--- config.mk ---
export PLATFORM = sky130hd
export DESIGN_NAME = polygon_area_centroid_flat
export DESIGN_NICKNAME = d
export VERILOG_FILES = /design/src/sv/pac_pkg.sv /design/src/sv/pac_if.sv /design/src/sv/polygon_area_centroid.sv /design/src/sv/pac_datapath.sv /design/src/sv/pac_ctrl.sv /design/src/flat_wrapper.sv
export SDC_FILE = /design/constraint.sdc
export NUM_CORES = 2
export LEC_CHECK = 0
export BUFFER_PORTS_ARGS = -buffer_cell sky130_fd_sc_hd__buf_2
export CAP_MARGIN = 40
export CORE_ASPECT_RATIO = 0.8
export CORE_UTILIZATION = 30
export DETAILED_ROUTE_END_ITERATION = 8
export GPL_ROUTABILITY_DRIVEN = 0
export PLACE_DENSITY = 0.41
export SYNTH_ARGS = -nofsm -noshare
export SYNTH_HDL_FRONTEND = slang
export SYNTH_HIERARCHICAL = 1
export SYNTH_SLANG_ARGS = --single-unit
--- constraint.sdc ---
create_clock -name clock -period 28.8 [get_ports clock]
set_input_delay 2.88 -clock clock [delete_from_list [all_inputs] [get_ports clock]]
set_output_delay 2.88 -clock clock [all_outputs]
set_load 0.01 [all_outputs]
--- src/sv/pac_pkg.sv ---
// Shared widths, limits and controller/datapath handshake types for the polygon area block.
package pac_pkg;

   // Vertex coordinates, signed Q8.8
   localparam int COORD_W = 16;
   // Sum of two coordinates
   localparam int SUM_W = COORD_W + 1;
   // Edge cross product ax*by - bx*ay
   localparam int CROSS_W = 2 * COORD_W + 1;
   // Coordinate sum times cross product
   localparam int PROD_W = SUM_W + CROSS_W;

   // Result fields
   localparam int AREA_OUT_W = 39;
   localparam int CENT_W = 16;
   // Quotient bits the divider develops before saturation takes over
   localparam int QUO_W = CENT_W + 1;
   localparam int QCNT_W = $clog2(QUO_W);

   localparam int MAX_VERTICES_DEF = 64;

   localparam logic signed [63:0] AREA_OUT_MAX = 64'sd274877906943;
   localparam logic signed [63:0] AREA_OUT_MIN = -64'sd274877906944;

   localparam logic signed [CENT_W-1:0] CENT_MAX = CENT_W'(2**(CENT_W-1) - 1);
   localparam logic signed [CENT_W-1:0] CENT_MIN = CENT_W'(2**(CENT_W-1));
   localparam logic [QUO_W-1:0] QUO_POS_LIM = QUO_W'(2**(CENT_W-1) - 1);
   localparam logic [QUO_W-1:0] QUO_NEG_LIM = QUO_W'(2**(CENT_W-1));

   // Commands from the controller to the datapath
   typedef struct packed {
      logic in_ready;    // take a request this cycle if one is offered
      logic load_close;  // set up the closing edge, previous to first vertex
      logic step_a;      // product ax*by
      logic step_b;      // cross product and area accumulate
      logic step_mx;     // product (ax+bx)*c
      logic step_my;     // product (ay+by)*c, x moment accumulate
      logic acc_my;      // y moment accumulate
      logic div_load;    // start a centroid division
      logic div_step;    // one quotient bit
      logic div_save;    // store the saturated centroid
      logic sel_y;       // division works on the y moment
      logic out_load;    // load the result register and clear the polygon
   } pac_cmd_type;

   // Status from the datapath to the controller
   typedef struct packed {
      logic req_valid;
      logic req_last;
      logic edge_needed; // the offered vertex forms an edge with the previous one
      logic out_free;    // result register can take a new result
   } pac_status_type;

endpackage

--- src/sv/pac_if.sv ---
// Request and response channel interfaces of the polygon area block.
interface pac_vertex_if import pac_pkg::*; ();
   logic                      valid;
   logic                      ready;
   logic signed [COORD_W-1:0] vertex_x;
   logic signed [COORD_W-1:0] vertex_y;
   logic                      last_vertex;

   modport source (output valid, output vertex_x, output vertex_y, output last_vertex,
                   input ready);
   modport sink   (input valid, input vertex_x, input vertex_y, input last_vertex,
                   output ready);
endinterface

interface pac_result_if import pac_pkg::*; ();
   logic                         valid;
   logic                         ready;
   logic signed [AREA_OUT_W-1:0] area_doubled;
   logic signed [CENT_W-1:0]     centroid_x;
   logic signed [CENT_W-1:0]     centroid_y;
   logic                         degenerate;
   logic                         too_many;

   modport source (output valid, output area_doubled, output centroid_x, output centroid_y,
                   output degenerate, output too_many, input ready);
   modport sink   (input valid, input area_doubled, input centroid_x, input centroid_y,
                   input degenerate, input too_many, output ready);
endinterface

--- src/sv/polygon_area_centroid.sv ---
// Polygon area and centroid (shoelace): top level joining controller and datapath.
//
// Vertices arrive one request at a time in signed Q8.8 with a last flag; the
// block returns twice the signed area (Q16.16, clamped to 39 bits) and the
// centroid (Q8.8, truncated toward zero and clamped), with degenerate set for a
// zero area (centroid zero) and too_many set when vertices past MAX_VERTICES
// were dropped. One shared multiplier does four products per edge, so a vertex
// that forms an edge holds off the next request while they run; the first
// vertex of a polygon does not. The last vertex adds the closing edge, then the
// two 17-step restoring divisions and the load of the result register, which
// waits until that register is free. The result register holds a response
// while the next polygon's vertices are already being taken.
module polygon_area_centroid import pac_pkg::*; #(
   parameter int MAX_VERTICES = MAX_VERTICES_DEF
) (
   input  logic          clock,
   input  logic          reset,
   pac_vertex_if.sink    req,
   pac_result_if.source  rsp
);

   pac_cmd_type    cmd;
   pac_status_type status;

   pac_ctrl u_ctrl (
      .clock  (clock),
      .reset  (reset),
      .status (status),
      .cmd    (cmd)
   );

   pac_datapath #(
      .MAX_VERTICES (MAX_VERTICES)
   ) u_datapath (
      .clock  (clock),
      .reset  (reset),
      .req    (req),
      .rsp    (rsp),
      .cmd    (cmd),
      .status (status)
   );

endmodule

--- src/sv/pac_datapath.sv ---
// Datapath: vertex registers, shared multiplier, shoelace sums, divider, result register.
module pac_datapath import pac_pkg::*; #(
   parameter int MAX_VERTICES = MAX_VERTICES_DEF
) (
   input  logic             clock,
   input  logic             reset,
   pac_vertex_if.sink       req,
   pac_result_if.source     rsp,
   input  pac_cmd_type      cmd,
   output pac_status_type   status
);

   localparam int CNT_W  = $clog2(MAX_VERTICES + 1);
   localparam int AREA_W = CROSS_W + $clog2(MAX_VERTICES) + 1;
   localparam int MOM_W  = PROD_W + $clog2(MAX_VERTICES) + 1;
   localparam int DEN_W  = AREA_W + 2;
   localparam int REM_W  = (MOM_W > DEN_W + QUO_W) ? MOM_W : DEN_W + QUO_W;

   // Polygon state
   logic signed [COORD_W-1:0] first_x_ff, first_y_ff, prev_x_ff, prev_y_ff;
   logic [CNT_W-1:0]          count_ff;
   logic                      ovf_ff;
   logic signed [AREA_W-1:0]  area_ff;
   logic signed [MOM_W-1:0]   mom_x_ff, mom_y_ff;

   // Edge operands and multiplier results
   logic signed [COORD_W-1:0] ax_ff, ay_ff, bx_ff, by_ff;
   logic signed [PROD_W-1:0]  prod_ff;
   logic signed [CROSS_W-1:0] c_ff;

   // Divider
   logic [REM_W-1:0]          rem_ff, dsh_ff;
   logic [QUO_W-1:0]          quo_ff;
   logic                      sat_ff, neg_ff;
   logic signed [CENT_W-1:0]  cx_ff, cy_ff;

   // Result register
   logic                         rsp_valid_ff;
   logic signed [AREA_OUT_W-1:0] rsp_area_ff;
   logic signed [CENT_W-1:0]     rsp_cx_ff, rsp_cy_ff;
   logic                         rsp_degen_ff, rsp_many_ff;

   logic                      accept;
   logic                      keep;
   logic signed [SUM_W-1:0]   mul_a;
   logic signed [CROSS_W-1:0] mul_b;
   logic signed [PROD_W-1:0]  mul_out;
   logic signed [CROSS_W-1:0] cross_in;
   logic [MOM_W-1:0]          mom_sel, num_mag;
   logic                      num_neg, area_neg, area_zero;
   logic [AREA_W-1:0]         area_mag;
   logic [DEN_W-1:0]          den_mag;
   logic                      sat_in;
   logic signed [CENT_W-1:0]  cent_val;
   logic signed [63:0]        area_wide, area_sat;

   assign accept = cmd.in_ready && req.valid;
   assign keep   = count_ff < CNT_W'(MAX_VERTICES);

   assign req.ready          = cmd.in_ready;
   assign status.req_valid   = req.valid;
   assign status.req_last    = req.last_vertex;
   assign status.edge_needed = (count_ff != '0) && keep;
   assign status.out_free    = !rsp_valid_ff || rsp.ready;

   // Shared multiplier operand select
   always_comb begin
      mul_a = '0;
      mul_b = '0;
      if (cmd.step_a) begin
         mul_a = SUM_W'(ax_ff);
         mul_b = CROSS_W'(by_ff);
      end else if (cmd.step_b) begin
         mul_a = SUM_W'(bx_ff);
         mul_b = CROSS_W'(ay_ff);
      end else if (cmd.step_mx) begin
         mul_a = SUM_W'(ax_ff) + SUM_W'(bx_ff);
         mul_b = c_ff;
      end else if (cmd.step_my) begin
         mul_a = SUM_W'(ay_ff) + SUM_W'(by_ff);
         mul_b = c_ff;
      end
   end

   assign mul_out  = mul_a * mul_b;
   assign cross_in = CROSS_W'(prod_ff) - CROSS_W'(mul_out);

   // Vertex capture and edge operands
   always_ff @(posedge clock) begin
      if (accept) begin
         if (keep && count_ff == '0) begin
            first_x_ff <= req.vertex_x;
            first_y_ff <= req.vertex_y;
         end
         if (keep) begin
            prev_x_ff <= req.vertex_x;
            prev_y_ff <= req.vertex_y;
         end
         ax_ff <= prev_x_ff;
         ay_ff <= prev_y_ff;
         bx_ff <= req.vertex_x;
         by_ff <= req.vertex_y;
      end else if (cmd.load_close) begin
         ax_ff <= prev_x_ff;
         ay_ff <= prev_y_ff;
         bx_ff <= first_x_ff;
         by_ff <= first_y_ff;
      end
      if (cmd.step_a || cmd.step_mx || cmd.step_my) begin
         prod_ff <= mul_out;
      end
      if (cmd.step_b) begin
         c_ff <= cross_in;
      end
   end

   // Running sums, vertex count and overflow flag
   always_ff @(posedge clock) begin
      if (reset || cmd.out_load) begin
         count_ff <= '0;
         ovf_ff   <= 1'b0;
         area_ff  <= '0;
         mom_x_ff <= '0;
         mom_y_ff <= '0;
      end else begin
         if (accept) begin
            if (keep) begin
               count_ff <= count_ff + CNT_W'(1);
            end else begin
               ovf_ff <= 1'b1;
            end
         end
         if (cmd.step_b) begin
            area_ff <= area_ff + AREA_W'(cross_in);
         end
         if (cmd.step_my) begin
            mom_x_ff <= mom_x_ff + MOM_W'(prod_ff);
         end
         if (cmd.acc_my) begin
            mom_y_ff <= mom_y_ff + MOM_W'(prod_ff);
         end
      end
   end

   // Divider operands: magnitudes of moment and of three times the area
   assign mom_sel   = cmd.sel_y ? $unsigned(mom_y_ff) : $unsigned(mom_x_ff);
   assign num_neg   = mom_sel[MOM_W-1];
   assign num_mag   = num_neg ? (MOM_W'(0) - mom_sel) : mom_sel;
   assign area_neg  = area_ff[AREA_W-1];
   assign area_mag  = area_neg ? (AREA_W'(0) - $unsigned(area_ff)) : $unsigned(area_ff);
   assign area_zero = (area_ff == '0);
   assign den_mag   = {2'b00, area_mag} + {1'b0, area_mag, 1'b0};
   assign sat_in    = REM_W'(num_mag) >= (REM_W'(den_mag) << QUO_W);

   // Restoring division, one quotient bit per step
   always_ff @(posedge clock) begin
      if (cmd.div_load) begin
         rem_ff <= REM_W'(num_mag);
         dsh_ff <= REM_W'(den_mag) << (QUO_W - 1);
         quo_ff <= '0;
         sat_ff <= sat_in;
         neg_ff <= num_neg ^ area_neg;
      end else if (cmd.div_step) begin
         if (rem_ff >= dsh_ff) begin
            rem_ff <= rem_ff - dsh_ff;
            quo_ff <= {quo_ff[QUO_W-2:0], 1'b1};
         end else begin
            quo_ff <= {quo_ff[QUO_W-2:0], 1'b0};
         end
         dsh_ff <= dsh_ff >> 1;
      end
   end

   // Signed, saturated centroid coordinate
   always_comb begin
      if (area_zero) begin
         cent_val = '0;
      end else if (sat_ff) begin
         cent_val = neg_ff ? CENT_MIN : CENT_MAX;
      end else if (neg_ff) begin
         cent_val = (quo_ff > QUO_NEG_LIM) ? CENT_MIN : CENT_W'(QUO_W'(0) - quo_ff);
      end else begin
         cent_val = (quo_ff > QUO_POS_LIM) ? CENT_MAX : CENT_W'(quo_ff);
      end
   end

   always_ff @(posedge clock) begin
      if (cmd.div_save) begin
         if (cmd.sel_y) begin
            cy_ff <= cent_val;
         end else begin
            cx_ff <= cent_val;
         end
      end
   end

   // Doubled area clamped to the output range
   always_comb begin
      area_wide = 64'(area_ff);
      if (area_wide > AREA_OUT_MAX) begin
         area_sat = AREA_OUT_MAX;
      end else if (area_wide < AREA_OUT_MIN) begin
         area_sat = AREA_OUT_MIN;
      end else begin
         area_sat = area_wide;
      end
   end

   // Result register
   always_ff @(posedge clock) begin
      if (reset) begin
         rsp_valid_ff <= 1'b0;
      end else if (cmd.out_load) begin
         rsp_valid_ff <= 1'b1;
      end else if (rsp.ready) begin
         rsp_valid_ff <= 1'b0;
      end
   end

   always_ff @(posedge clock) begin
      if (cmd.out_load) begin
         rsp_area_ff  <= area_sat[AREA_OUT_W-1:0];
         rsp_cx_ff    <= cx_ff;
         rsp_cy_ff    <= cy_ff;
         rsp_degen_ff <= area_zero;
         rsp_many_ff  <= ovf_ff;
      end
   end

   assign rsp.valid        = rsp_valid_ff;
   assign rsp.area_doubled = rsp_area_ff;
   assign rsp.centroid_x   = rsp_cx_ff;
   assign rsp.centroid_y   = rsp_cy_ff;
   assign rsp.degenerate   = rsp_degen_ff;
   assign rsp.too_many     = rsp_many_ff;

endmodule

--- src/sv/pac_ctrl.sv ---
// Controller: sequences edge products, the closing edge, both divisions and the result load.
module pac_ctrl import pac_pkg::*; (
   input  logic           clock,
   input  logic           reset,
   input  pac_status_type status,
   output pac_cmd_type    cmd
);

   typedef enum logic [9:0] {
      ST_IDLE     = 10'b00_0000_0001,
      ST_EDGE_A   = 10'b00_0000_0010,
      ST_EDGE_B   = 10'b00_0000_0100,
      ST_EDGE_MX  = 10'b00_0000_1000,
      ST_EDGE_MY  = 10'b00_0001_0000,
      ST_CLOSE    = 10'b00_0010_0000,
      ST_DIV_LOAD = 10'b00_0100_0000,
      ST_DIV_STEP = 10'b00_1000_0000,
      ST_DIV_SAVE = 10'b01_0000_0000,
      ST_FINISH   = 10'b10_0000_0000
   } pac_state_type;

   pac_state_type     state_ff, state_in;
   logic              last_ff, last_in;
   logic              close_ff, close_in;
   logic              sel_y_ff, sel_y_in;
   logic              acc_my_ff;
   logic [QCNT_W-1:0] qcnt_ff, qcnt_in;

   // Next state and commands
   always_comb begin
      state_in = state_ff;
      last_in  = last_ff;
      close_in = close_ff;
      sel_y_in = sel_y_ff;
      qcnt_in  = qcnt_ff;
      cmd      = '0;
      cmd.sel_y  = sel_y_ff;
      cmd.acc_my = acc_my_ff;
      unique case (state_ff)
         ST_IDLE: begin
            cmd.in_ready = 1'b1;
            if (status.req_valid) begin
               last_in  = status.req_last;
               close_in = 1'b0;
               if (status.edge_needed) begin
                  state_in = ST_EDGE_A;
               end else if (status.req_last) begin
                  state_in = ST_CLOSE;
               end
            end
         end
         ST_EDGE_A: begin
            cmd.step_a = 1'b1;
            state_in   = ST_EDGE_B;
         end
         ST_EDGE_B: begin
            cmd.step_b = 1'b1;
            state_in   = ST_EDGE_MX;
         end
         ST_EDGE_MX: begin
            cmd.step_mx = 1'b1;
            state_in    = ST_EDGE_MY;
         end
         ST_EDGE_MY: begin
            cmd.step_my = 1'b1;
            if (close_ff) begin
               sel_y_in = 1'b0;
               state_in = ST_DIV_LOAD;
            end else if (last_ff) begin
               state_in = ST_CLOSE;
            end else begin
               state_in = ST_IDLE;
            end
         end
         ST_CLOSE: begin
            cmd.load_close = 1'b1;
            close_in       = 1'b1;
            state_in       = ST_EDGE_A;
         end
         ST_DIV_LOAD: begin
            cmd.div_load = 1'b1;
            qcnt_in      = QCNT_W'(QUO_W - 1);
            state_in     = ST_DIV_STEP;
         end
         ST_DIV_STEP: begin
            cmd.div_step = 1'b1;
            if (qcnt_ff == '0) begin
               state_in = ST_DIV_SAVE;
            end else begin
               qcnt_in = qcnt_ff - QCNT_W'(1);
            end
         end
         ST_DIV_SAVE: begin
            cmd.div_save = 1'b1;
            if (sel_y_ff) begin
               state_in = ST_FINISH;
            end else begin
               sel_y_in = 1'b1;
               state_in = ST_DIV_LOAD;
            end
         end
         ST_FINISH: begin
            if (status.out_free) begin
               cmd.out_load = 1'b1;
               state_in     = ST_IDLE;
            end
         end
         default: begin
            state_in = ST_IDLE;
         end
      endcase
   end

   always_ff @(posedge clock) begin
      if (reset) begin
         state_ff  <= ST_IDLE;
         last_ff   <= 1'b0;
         close_ff  <= 1'b0;
         sel_y_ff  <= 1'b0;
         acc_my_ff <= 1'b0;
         qcnt_ff   <= '0;
      end else begin
         state_ff  <= state_in;
         last_ff   <= last_in;
         close_ff  <= close_in;
         sel_y_ff  <= sel_y_in;
         acc_my_ff <= (state_ff == ST_EDGE_MY);
         qcnt_ff   <= qcnt_in;
      end
   end

endmodule

--- src/flat_wrapper.sv ---
// flat-port wrapper written by rule: the top's interface ports become plain ports
module polygon_area_centroid_flat import pac_pkg::*;
#(
   parameter int MAX_VERTICES = MAX_VERTICES_DEF
)
  (clock, reset, req_valid, req_vertex_x, req_vertex_y, req_last_vertex, req_ready, rsp_valid, rsp_area_doubled, rsp_centroid_x, rsp_centroid_y, rsp_degenerate, rsp_too_many, rsp_ready);
  pac_vertex_if req_i ();
  pac_result_if rsp_i ();
  input  logic clock;
  input  logic reset;
  input wire logic [$bits(req_i.valid)-1:0] req_valid;
  input wire logic [$bits(req_i.vertex_x)-1:0] req_vertex_x;
  input wire logic [$bits(req_i.vertex_y)-1:0] req_vertex_y;
  input wire logic [$bits(req_i.last_vertex)-1:0] req_last_vertex;
  output wire logic [$bits(req_i.ready)-1:0] req_ready;
  output wire logic [$bits(rsp_i.valid)-1:0] rsp_valid;
  output wire logic [$bits(rsp_i.area_doubled)-1:0] rsp_area_doubled;
  output wire logic [$bits(rsp_i.centroid_x)-1:0] rsp_centroid_x;
  output wire logic [$bits(rsp_i.centroid_y)-1:0] rsp_centroid_y;
  output wire logic [$bits(rsp_i.degenerate)-1:0] rsp_degenerate;
  output wire logic [$bits(rsp_i.too_many)-1:0] rsp_too_many;
  input wire logic [$bits(rsp_i.ready)-1:0] rsp_ready;
  assign req_i.valid = req_valid;
  assign req_i.vertex_x = req_vertex_x;
  assign req_i.vertex_y = req_vertex_y;
  assign req_i.last_vertex = req_last_vertex;
  assign req_ready = req_i.ready;
  assign rsp_valid = rsp_i.valid;
  assign rsp_area_doubled = rsp_i.area_doubled;
  assign rsp_centroid_x = rsp_i.centroid_x;
  assign rsp_centroid_y = rsp_i.centroid_y;
  assign rsp_degenerate = rsp_i.degenerate;
  assign rsp_too_many = rsp_i.too_many;
  assign rsp_i.ready = rsp_ready;
  polygon_area_centroid #(.MAX_VERTICES(MAX_VERTICES)) u_core (.clock(clock), .reset(reset), .req(req_i), .rsp(rsp_i));
endmodule
==> flow_summary_export.csv <==
group,metric,value,unit
logic_synthesis,synthCells,6904,
cts,source_to_sink_clock_delay_at_the_later_pin_of_the_worst_skew_pair,0.74,ns
pwr,design_power_total,2.80,mW
placement,detailed_place_hpwl,172000,µm
cts,cts-root-buf,"sky130_fd_sc_hd__clkbuf_16",
route,vias_per_cell,5.13,
outcome,violated_checks,"DRC",
sta,max_slew_margin,0.313,
logic_synthesis,synth.top_cells.by_count,"sky130_fd_sc_hd__inv_1 (767), sky130_fd_sc_hd__nand2_1 (673), sky130_fd_sc_hd__nor2_1 (669)",
global_routing,grt_antenna_before_repair,12,
setup_path,crit_path_end_kind,"flip-flop",
cts,h_tree_level_count,3,
floorplan,die_height,410,µm
cts,cts_resized,0,
route,drtAntennaViolNets,0,
setup_path,slowest_delay,0.68,ns
floorplan,dieArea,0.210,mm²
floorplan,die_w,512,µm
floorplan,floorplan.io_pins,112,
pwr,vdd_ir_drop_max,0.0000452,V
sta,slew_worst_pin,1.00,ns
sta,finalCriticalPeriod,14.37,ns
logic_synthesis,synth-async-reset-ratio,0,
cts,num_cts_buffers,82,
placement,pre_cts_slack,14.47,ns
logic_synthesis,yosysTopAreaCellShare,0.200,
sta,fin_skew,0.0532,ns
logic_synthesis,synth-edff-count,417,
logic_synthesis,syn-cell-area,0.0625,mm²
route,avg_wl_per_cell,22.3,µm
run,maxCapViolations,0,
logic_synthesis,syn-num-nets,7958,
placement,io_buffers,111,
sta,grt_setup_unrepaired,"false",
floorplan,rows,149,
cells_and_area,fillerInstances,21400,
sta,maximum_clock_frequency,69.6,MHz
placement,numPlacedInstances,9546,
hold_path,worst_hold_path_type,"flip-flop to flip-flop",
cells_and_area,area_growth,10.9,%
cells_and_area,design.final.nets,7969,
cells_and_area,final_layout_size_suffix_gt1_frac,0.0710,
setup_path,start_kind,"flip-flop",
floorplan,fp.coreArea,0.207,mm²
outcome,status,"complete, but fails checks",
sta,timing.final.hold_violations,0,
route,drc_errors,1,
setup_path,timing.critical_path.mode_cell,"sky130_fd_sc_hd__a21oi_1",
logic_synthesis,synth.top_cells.by_area,"sky130_fd_sc_hd__edfxtp_1 (20%), sky130_fd_sc_hd__fa_1 (17%), sky130_fd_sc_hd__ha_1 (9.4%)",
sta,slew_viol_final,0,
cts,cts_hold_buf,0,
logic_synthesis,biggest_area_consumer_among_synthesized_cells,"sky130_fd_sc_hd__edfxtp_1",
sta,worst_slack,14.43,ns
logic_synthesis,postSynthAreaPerCell,9.05,µm²
global_routing,grt_pass1_vias,48300,
route,vias,49800,
cells_and_area,final_cell_count_no_fill,9702,
cells_and_area,area.sequential,0.0169,mm²
setup_path,critical_path_peak_fanout,16,
global_routing,globalRouteOverflowTotal,0,
sta,timing.final.crit_share,0.499,
cells_and_area,postLayoutCoreUtil,0.336,
global_routing,global_route_usage_over_all_layers,0.203,
cts,cts_max_path_buffers,3,
cts,clock-sinks,634,
logic_synthesis,synth_top_flop_cell,"sky130_fd_sc_hd__edfxtp_1",
cts,tritoncts,"yes",
logic_synthesis,number_of_library_cell_types_mapped_by_synthesis,92,
floorplan,start_util,0.303,
sta,setup_viol,0,
pwr,cellLeakagePower,29.8,nW
logic_synthesis,ys_seq_elements,634,
cts,clk_pin_slew_worst_paths,0.07,ns
setup_path,worst_path_required_time,29.41,ns
pwr,cellPowerDensity,40.3,mW/mm²
setup_path,cp.arrival,14.98,ns
setup_path,critPathSlowestCell,"sky130_fd_sc_hd__o21a_1",
route,detailedRoute.firstIterationViolations,4189,
route,route.final.wire_length,216000,µm
logic_synthesis,yosysWarningCount,6,
logic_synthesis,yosysSeqAreaShare,0.270,
cells_and_area,multiInputGateArea,0.0417,mm²
sta,finalSetupTns,0,ns
global_routing,grt_first_pass_wirelength,322000,µm
logic_synthesis,most_frequent_cell_after_synthesis,"sky130_fd_sc_hd__inv_1",
global_routing,pin_count_of_the_biggest_net_entering_global_routing,104,
cts,postCtsSetupBuffers,0,
setup_path,criticalPathCategory,"flip-flop to flip-flop",
route,drtPass1Iterations,9,
cell families (layout without fill, tap and decap cells):
| logic type | after synthesis | after routing | share of synthesized area |
|---|---|---|---|
| multiplexers | 225 | 225 | 0.0370 |
| AO/OA/AOI/OAI | 1537 | 1537 | 0.154 |
| buffers and inverters | 1073 | 1151 | 0.0654 |
| AND/OR/NAND/NOR | 1992 | 1992 | 0.145 |
| XOR/XNOR | 422 | 422 | 0.0596 |
| other | 0 | 2 | 0 |
| flip-flops | 634 | 634 | 0.270 |
| adder cells (fa/ha/maj) | 1021 | 1021 | 0.270 |
area by class of cell:
type	count	share of cell area
Antenna cell	2	0.0000722
Sequential cell	634	0.243
Multi-Input combinational cell	5197	0.602
Inverter	769	0.0417
Clock buffer	102	0.0314
Clock inverter	49	0.00987
Tap cell	2718	0.0491
Timing Repair Buffer	231	0.0222
report_power, final:
group	total, mW	switching [mW]	leakage [nW]	internal [mW]
Sequential	1.14	0.0671	5.49	1.07
Combinational	0.546	0.339	22.9	0.207
Clock	1.11	0.467	1.36	0.646
Total	2.80	0.873	29.8	1.92
metal layers:
layer	share of wire	vias to the layer above	global-route usage
li1	-	23600	-
met1	0.52	24700	0.321
met2	0.40	1355	0.287
met3	0.063	165	0.0342
met4	0.015	0	0.0342
met5	0	-	0
worst max-delay path, delay by kind of cell (launching register included):
kind	cells	cell delay [ns]
buffers and inverters	5	0.30
and+or+nand+nor	6	0.87
AOI/OAI and AO/OA	29	6.51
DFF	1	0.42
xor gates and xnor gates	4	0.73
adders and majority gates	13	5.37
metrics by stage:
stage,cell area (µm²),hold slack [ns]
6_report,69300,0.384
5_1_grt,69300,0.388
4_1_cts,69300,0.383
3_5_place_dp,66400,0.405
3_3_place_gp,66200,0.402
2_1_floorplan,62500,0.400
flip-flops by register name, indices dropped and copies added (netlist names), 17 cells and up:
| register | cells |
|---|---|
| u_core/u_datapath/area_ff | 40 |
| u_core/u_datapath/c_ff | 33 |
| u_core/u_datapath/dsh_ff | 58 |
| u_core/u_datapath/mom_x_ff | 57 |
| u_core/u_datapath/mom_y_ff | 57 |
| u_core/u_datapath/prod_ff | 50 |
| u_core/u_datapath/quo_ff | 17 |
| u_core/u_datapath/rem_ff | 59 |
| u_core/u_datapath/rsp.area_doubled | 39 |
placed cells by master, fill, tap and decap left out, drive strengths merged, types with 28 or more instances in the layout:
cell type,instances
nor4,28
nor2b,66
o31ai,48
clkbuf,102
and3,29
nor2,670
buf,231
o21a,72
o21bai,49
edfxtp,417
nand3,110
mux2i,177
xor2,149
dfxtp,217
nand4,66
ha,472
or3,36
nor3,96
a211oi,33
and2,50
nand2b,91
xnor2,271
o21ai,363
nand2,673
inv,771
a21o,243
a31oi,29
a21oi,482
fa,545
mux2,48
worst paths after layout:
check / endpoint / start / slack, ns / cells after the start
hold reg to reg: u_core/u_datapath/ax_ff[10] / u_core/u_datapath/prev_x_ff[10] / 0.38 / 0
setup / recovery: u_core/u_datapath/area_ff[39] / u_core/u_datapath/by_ff[0] / 14.43 / 57
setup reg to reg: u_core/u_datapath/area_ff[39] / u_core/u_datapath/by_ff[0] / 14.43 / 57
hold / removal: u_core/u_datapath/ax_ff[10] / u_core/u_datapath/prev_x_ff[10] / 0.38 / 0
Note: power is estimated with default switching activity, not from simulation.
